[config.mk]
export PLATFORM = sky130hd
export DESIGN_NAME = spef_cfg
export DESIGN_NICKNAME = d
export VERILOG_FILES = /design/src/rtl/spef_pkg.sv /design/src/rtl/spef_cfg.sv
export SDC_FILE = /design/constraint.sdc
export NUM_CORES = 1
export LEC_CHECK = 0
export ABC_CLOCK_PERIOD_IN_PS = 2880
export BUFFER_PORTS_ARGS = -buffer_cell sky130_fd_sc_hd__buf_2
export CAP_MARGIN = 0
export CORE_ASPECT_RATIO = 1.25
export CORE_MARGIN = 5
export CORE_UTILIZATION = 53
export DETAILED_ROUTE_END_ITERATION = 16
export PLACE_DENSITY = 0.95
export SLEW_MARGIN = 20
export SYNTH_ARGS = -nofsm -noshare
export SYNTH_HDL_FRONTEND = slang
export SYNTH_SLANG_ARGS = --single-unit
[constraint.sdc]
create_clock -name clk -period 2.88 [get_ports clk]
set_input_delay 0.288 -clock clk [delete_from_list [all_inputs] [get_ports clk]]
set_output_delay 0.288 -clock clk [all_outputs]
set_load 0.05 [all_outputs]
[src/rtl/spef_pkg.sv]
// ----------------------------------------------------------------------------
// Stream pattern explosion filter - package
// Word types, codes and constants shared by the filter modules.
// ----------------------------------------------------------------------------
`default_nettype none

package spef_pkg;

  localparam int unsigned STACK_DEPTH_DEF = 4096;
  localparam int unsigned MAX_PATTERN     = 16;
  localparam int unsigned PAT_CAP         = (MAX_PATTERN < 16) ? MAX_PATTERN : 16;

  localparam int unsigned CFG_IW = 2;
  localparam int unsigned CFG_DW = 64;

  // command codes
  localparam logic [1:0] MODE_PUSH  = 2'd0;
  localparam logic [1:0] MODE_READ  = 2'd1;
  localparam logic [1:0] MODE_CLEAR = 2'd2;

  // register indexes
  localparam logic [CFG_IW-1:0] CFG_LEN  = 2'd0;
  localparam logic [CFG_IW-1:0] CFG_LOW  = 2'd1;
  localparam logic [CFG_IW-1:0] CFG_HIGH = 2'd2;

  typedef struct packed {
    logic [1:0]  mode;
    logic [7:0]  symbol;
    logic [11:0] read_index;
  } spef_in_t;

  typedef struct packed {
    logic [12:0] fill;
    logic [7:0]  read_symbol;
    logic        exploded;
    logic        overflow;
  } spef_out_t;

  // pattern as seen by the control: index of last byte and all bytes
  typedef struct packed {
    logic [3:0]       last;
    logic [15:0][7:0] bytes;
  } spef_pat_t;

  typedef enum logic [1:0] {
    ST_IDLE,
    ST_CMP,
    ST_RD
  } spef_state_t;

endpackage

`default_nettype wire

[src/rtl/spef_cfg.sv]
// ----------------------------------------------------------------------------
// Stream pattern explosion filter - configuration registers
// Holds pattern length and bytes, presents the effective pattern.
// ----------------------------------------------------------------------------
`default_nettype none

module spef_cfg (
  input  wire logic                          clk,
  input  wire logic                          rst,
  input  wire logic                          cfg_valid,
  output      logic                          cfg_ready,
  input  wire logic [spef_pkg::CFG_IW-1:0]   cfg_index,
  input  wire logic [spef_pkg::CFG_DW-1:0]   cfg_data,
  output      spef_pkg::spef_pat_t           pat
);

  import spef_pkg::*;

  logic [4:0]        pattern_len;
  logic [CFG_DW-1:0] pattern_low;
  logic [CFG_DW-1:0] pattern_high;
  logic [4:0]        eff_len;

  assign cfg_ready = 1'b1;

  always_ff @(posedge clk) begin
    if (rst) begin
      pattern_len  <= 5'd1;
      pattern_low  <= '0;
      pattern_high <= '0;
    end else if (cfg_valid) begin
      unique case (cfg_index)
        CFG_LEN:  pattern_len  <= cfg_data[4:0];
        CFG_LOW:  pattern_low  <= cfg_data;
        CFG_HIGH: pattern_high <= cfg_data;
        default: ;
      endcase
    end
  end

  // zero length counts as one, long lengths saturate at the cap
  always_comb begin
    eff_len = (pattern_len == 5'd0) ? 5'd1 : pattern_len;
    if (eff_len > 5'(PAT_CAP)) begin
      eff_len = 5'(PAT_CAP);
    end
    pat.last  = 4'(eff_len - 5'd1);
    pat.bytes = {pattern_high, pattern_low};
  end

endmodule

`default_nettype wire

==> results of run 1 <==
metal layers:
metal  wire, um  track usage [%]  vias up
met4        291             7.59        0
met3       1100             7.23       27
met5          0                0        -
met1       5190             23.5     1976
li1           -                -     2073
met2       6780             36.3      153
layout by cell type, fill, tap and decap left out:
cell,netlist,routed
xnor2_1,1,1
o21bai_1,1,1
clkbuf_1,20,3
o31ai_1,1,1
clkinv_2,0,5
dfxtp_1,133,133
clkbuf_16,0,17
mux2i_1,133,133
clkinvlp_4,0,1
nand2b_1,199,199
buf_4,10,7
and3b_2,0,2
clkbuf_8,0,3
buf_2,6,199
inv_1,1,1
conb_1,1,1
buf_12,2,1
nor3_1,1,1
nor2_1,2,2
ha_1,1,1
bufinv_16,0,2
clkinv_4,0,1
or3b_1,1,1
nand3b_1,2,2
area by class of cell:
| cell class | count | area, um^2 | area share, % |
|---|---|---|---|
| multi-input cells | 345 | 2670 | 37.4 |
| flip-flops and latches | 133 | 2660 | 37.2 |
| repair buffers | 207 | 1070 | 14.9 |
| clock buffers | 23 | 478 | 6.69 |
| well taps | 129 | 161 | 2.26 |
| clock inverters | 9 | 101 | 1.42 |
| inverters | 1 | 3.75 | 0.0525 |
state kept, by name, summed over array words and instances (netlist names):
name          cells
pattern_high     64
pattern_low      64
pattern_len       5
through the flow:
step                      util, %  std cells  area, um^2
after floorplan                 -        518        5570
after global placement       64.3        815        6570
after detailed placement     64.3        815        6570
after CTS                    70.0        847        7150
after global routing         70.0        847        7150
final                        70.0        847        7150
cells by family after synthesis:
logic type | count (synthesis) | share of synthesized area, %
AOI/OAI and AO/OA | 2 | 0.270
xor gates and xnor gates | 1 | 0.157
adders and majority gates | 1 | 0.225
buffers and inverters | 40 | 4.22
DFF | 133 | 47.8
muxes | 133 | 23.9
other | 1 | 0.0674
and+or+nand+nor | 207 | 23.3
path summary, 6_finish.rpt:
kind,end,slack [ns],startpoint
max,pat[130],0.81,pattern_len[1]$_SDFFE_PP0P_
min,pattern_high[56]$_SDFFE_PP0P_,0.16,cfg_data[56]
max reg2reg,pattern_len[2]$_SDFFE_PP0P_,2.21,pattern_len[2]$_SDFFE_PP0P_
min reg2reg,pattern_low[3]$_SDFFE_PP0P_,0.47,pattern_low[3]$_SDFFE_PP0P_
critical path: cells and delay by family (launching register included):
family | cells | cell delay [ns]
buffers and inverters | 1 | 0.32
adders and majority gates | 1 | 0.20
DFF | 1 | 0.33
xor gates and xnor gates | 1 | 0.26
and+or+nand+nor | 1 | 0.18
AOI/OAI and AO/OA | 1 | 0.10
power by group through the flow:
stage                     combinational (uW)  clock, uW  sequential [uW]
after global placement                   581          0             1980
after floorplan                          229          0             2190
after CTS                                598       2110             1940
after detailed placement                 596          0             1980
final                                    593       2080             1940
after global routing                     629       2200             1950
==> results.tsv, run 1 <==
metric	value	unit
rsz0062_at_grt	false	
start_util	54.5	%
vias	4229	
die_w	102	um
die_area	12700	um^2
clock-sinks	133	
clock_skew	0	ns
synthesis.area	5570	um^2
switching_share	25.5	%
wl_per_cell	15.8	um
finalWorstSetupSlack	0.806	ns
antenna_found_initial	0	
hold_buffers	0	
cpMaxStageDelayCell	dfxtp_1	
yosysTopAreaCell	dfxtp_1	
drt_iter0_drc	96	
cp.required	2.59	ns
power	4620	uW
tightest_slew	0.882	ns
cts_tree	built	
firstDrtPassIters	4	
rr_worst_depth	2	
seq_area_frac_synth	47.8	%
critical_path_arrival	1.79	ns
combinationalPowerShare	12.9	%
powerDensity	646	nW/um^2
synth.area.top_cells	dfxtp_1 (48%), mux2i_1 (24%), nand2b_1 (22%)	
pin_count	202	
syn_area_per_cell	10.7	um^2
drcViolationCount	0	
hpwl	9830	um
peakVddDrop	0.364	mV
async_flop_share	0	%
period_share	72.0	%
max_cap_viol_count	0	
cts_buffers	17	
hold_class	in -> reg	
maxSlewViolCount	0	
synth_edf_count	0	
wl	13400	um
timing.hold.ws	0.162	ns
slew_headroom	41.2	%
post-route-min-period	2.07	ns
ys.flop_type	dfxtp_1	
status	finished clean	
grt_max_degree	96	
yosysWarnings	0	
pre_cts_ws	1.16	ns
final_hold_viol_count	0	
critPathKind	reg -> out	
clk_latency	0.40	ns
grt_overflow	0	
cp_max_fo	4	
max_freq	482	MHz
postRouteAntennaNets	0	
grt_pass1_wl	21300	um
grt.total_usage	21.0	%
port_buffers	200	
clockRootBuffer	clkbuf_16	
cp-end-kind	output port	
p_int	3440	uW
syn_inst	518	
crit_chain	nor3_1 > o21bai_1 > ha_1 > xnor2_1 > buf_2	
fp-row-count	41	
p_seq_share	42.1	%
fp.dieH	125	um
place.gp.congestion	0.812	
synthToLayoutAreaGrowth	28.4	%
ys_ff_latch	133	
cp_slowest_stage_delay	0.33	ns
path_clk_slew	0.06	ns
ctsLongestPathBuffers	2	
n_antenna_cell	0	
htree_levels	4	
synthMostInstantiatedCell	nand2b_1	
switchingPower	1180	uW
p_leak	0.00358	uW
yosys-top-cells-count	nand2b_1 (199), dfxtp_1 (133), mux2i_1 (133)	
tns	0	ns
fillCellCount	739	
clkPwrFrac	45.0	%
cts-resized-gates	0	
synthesis.nets	588	
worstHoldPathCells	3	
vias_per_cell	4.99	
yosysTopAreaCellShare	47.8	%
nets	775	
postCtsSetupRepairBufs	0	
worstSetupStartpointType	flop	
drive_gt1_share	33.1	%
final-setup-viol-count	0	
grt_pass1_vias	4427	
synth.distinct_cells	19	
coreArea	10200	um^2
Note: power is estimated with default switching activity, not from simulation.
==> run 2, diff against run 1 <==
--- a/config.mk
+++ b/config.mk
@@ -5,14 +5,15 @@
 export SDC_FILE = /design/constraint.sdc
 export NUM_CORES = 1
 export LEC_CHECK = 0
-export ABC_CLOCK_PERIOD_IN_PS = 2880
+export ABC_AREA = 1
+export ABC_CLOCK_PERIOD_IN_PS = 1900
 export BUFFER_PORTS_ARGS = -buffer_cell sky130_fd_sc_hd__buf_2
 export CAP_MARGIN = 0
 export CORE_ASPECT_RATIO = 1.25
 export CORE_MARGIN = 5
-export CORE_UTILIZATION = 53
+export CORE_UTILIZATION = 45
 export DETAILED_ROUTE_END_ITERATION = 16
-export PLACE_DENSITY = 0.95
+export PLACE_DENSITY = 0.87
 export SLEW_MARGIN = 20
 export SYNTH_ARGS = -nofsm -noshare
 export SYNTH_HDL_FRONTEND = slang
==> constraint.sdc (replaced) <==
create_clock -name clk -period 1.9 [get_ports clk]
set_input_delay 0.19 -clock clk [delete_from_list [all_inputs] [get_ports clk]]
set_output_delay 0.19 -clock clk [all_outputs]
set_load 0.05 [all_outputs]
==> results.tsv, run 2 <==
metric	value	unit	change
cp.required	1.71	ns	-0.88 ns
place.gp.congestion	0.765		-5.9%
antenna_found_initial	3		+3
final_util	59.8	%	-10 points
reg_top3	pattern_high: 64 flops, pattern_low: 64 flops, pattern_len: 5 flops		
drt_iter0_drc	229		+140%
nets	1112		+43%
fp.dieH	135	um	+8.2%
fin_area	7270	um^2	+1.7%
vias	5238		+24%
hold_class	in -> reg		
clock-sinks	133		unchanged
post-route-min-period	1.76	ns	
cts_tree	built		
synth.distinct_cells	16		-3
grt_pass1_wl	22200	um	+4.6%
synthesis.area	5600	um^2	+0.65%
htree_levels	4		unchanged
wl	13700	um	+2.6%
postRouteAntennaNets	0		unchanged
powerDensity	1070	nW/um^2	+66%
syn_inst	861		+66%
critPathKind	reg -> out		
synthMostInstantiatedCell	nand2_1		
final-setup-viol-count	0		unchanged
postCtsSetupRepairBufs	0		unchanged
finalWorstSetupSlack	0.142	ns	-0.664 ns
firstDrtPassIters	4		unchanged
cp-end-kind	output port		
hold_buffers	0		unchanged
grt_pass1_vias	4859		+9.8%
worstSetupStartpointType	flop		
seq_area_frac_synth	47.5	%	-0.31 points
ys_ff_latch	133		unchanged
drive_gt1_share	23.0	%	-10 points
clockRootBuffer	clkbuf_16		
pre_cts_ws	0.476	ns	-0.686 ns
multi_input_area	2120	um^2	-21%
die_w	110	um	+8.0%
wl_per_cell	11.2	um	-29%
max_freq	569	MHz	
max_cap_viol_count	0		unchanged
slew_headroom	60.5	%	+19 points
final_hold_viol_count	0		unchanged
cts-resized-gates	0		unchanged
r2r_end	pattern_high[5]$_SDFFE_PP0P_		
endpoint	pat[129]		
grt_max_degree	77		-20%
clk_latency	0.40	ns	about the same
final_cell_mix	nand2_1 (266), nor2_1 (261), buf_2 (198)		
timing.rr.start	pattern_high[5]$_SDFFE_PP0P_		
ys.flop_type	dfxtp_1		
clock_skew	0	ns	unchanged
cp_max_fo	3		-1
yosysTopAreaCell	dfxtp_1		
status	finished clean		
worstSetupStartpoint	pattern_len[2]$_SDFFE_PP0P_		
drcViolationCount	0		unchanged
hpwl	9530	um	-3.0%
critical_path_arrival	1.57	ns	-0.22 ns
final_common_cell	nand2_1		
grt.total_usage	18.7	%	-2.3 points
die_area	14800	um^2	+17%
fillCellCount	1145		+55%
tns	0	ns	unchanged
pin_count	202		unchanged
seqCellArea	2660	um^2	unchanged
synthesis.nets	931		+58%
rr_worst_depth	4		+2
vias_per_cell	4.29		-14%
tightest_slew	0.592	ns	-0.290 ns
fp-row-count	45		+9.8%
peakVddDrop	0.524	mV	+44%
start_util	46.1	%	-8.5 points
syn_area_per_cell	6.51	um^2	-39%
yosys-top-cells-count	nand2_1 (266), nor2_1 (261), inv_1 (138)		
rsz0062_at_grt	false		
p_leak	0.00438	uW	+22%
path_clk_slew	0.06	ns	about the same
ctsLongestPathBuffers	2		unchanged
port_buffers	200		unchanged
placed_cell_area	6620	um^2	+0.72%
period_share	92.5	%	
yosysWarnings	0		unchanged
coreArea	12200	um^2	+19%
timing.hold.ws	0.0244	ns	-0.137 ns
synth_edf_count	0		unchanged
cts_buffers	17		unchanged
async_flop_share	0	%	unchanged
yosysTopAreaCellShare	47.5	%	-0.31 points
synth.area.top_cells	dfxtp_1 (48%), nand2_1 (18%), nor2_1 (17%)		
grt_overflow	0		unchanged
maxSlewViolCount	0		unchanged
r2r_setup_slack	1.17	ns	-1.04 ns
synthToLayoutAreaGrowth	29.7	%	
-- run 2: report_power, final --
part | internal [uW] | switching (uW) | total (uW)
clock network | 2330 | 1190 | 3520
registers | 2940 | 74.8 | 3010
logic | 308 | 927 | 1230
total | 5570 | 2200 | 7770
-- run 2: worst min-delay path by stage --
stage	startpoint	endpoint	slack (ns)	cells past startpoint
floorplan	cfg_data[0]	pattern_high[0]$_SDFFE_PP0P_	0.32	2
global placement	cfg_data[53]	pattern_high[53]$_SDFFE_PP0P_	0.43	3
detailed placement	cfg_data[23]	pattern_high[23]$_SDFFE_PP0P_	0.43	3
CTS	cfg_data[47]	pattern_high[47]$_SDFFE_PP0P_	0.005	3
global route	cfg_data[16]	pattern_low[16]$_SDFFE_PP0P_	0.01	3
finish	cfg_data[47]	pattern_high[47]$_SDFFE_PP0P_	0.02	3
-- run 2: worst max-delay path, stage by stage, from the launching register on --
cell	delay, ns
dfxtp_1	0.35
inv_1	0.05
nand2_1	0.07
nor2_1	0.05
o21ai_2	0.13
ha_2	0.29
inv_1	0.05
buf_4	0.18
-- run 2: final cells by class --
class | instances | area share [%]
Tap cell | 164 | 2.82
Inverter | 139 | 7.21
Clock buffer | 19 | 5.95
Multi-Input combinational cell | 545 | 29.1
Antenna cell | 2 | 0.0688
Clock inverter | 13 | 2.82
Timing Repair Buffer | 206 | 15.4
Sequential cell | 133 | 36.6
-- run 2: cell families after synthesis --
logic type	share of synthesized area, %
AO/OA/AOI/OAI	0.536
XOR/XNOR	0.156
adder cells (fa/ha/maj)	0.223
buffers and inverters	15.4
flip-flops	47.5
other	0.0669
AND/OR/NAND/NOR	36.1
-- run 2: metrics by stage --
stage	std cells	power, uW
after global placement	1187	4280
after detailed placement	1187	4300
after CTS	1219	7840
final	1221	7770
after global routing	1221	8100
after floorplan	861	4000
-- run 2: metal layers --
layer	routed length, um	global-route usage (%)	vias up	part of all wire, %
met1	5500	21.3	2255	40
met3	954	6.46	27	7.0
met2	6850	31.5	150	50
met4	394	7.97	2	2.9
li1	-	-	2804	-
met5	13	0	-	0.095
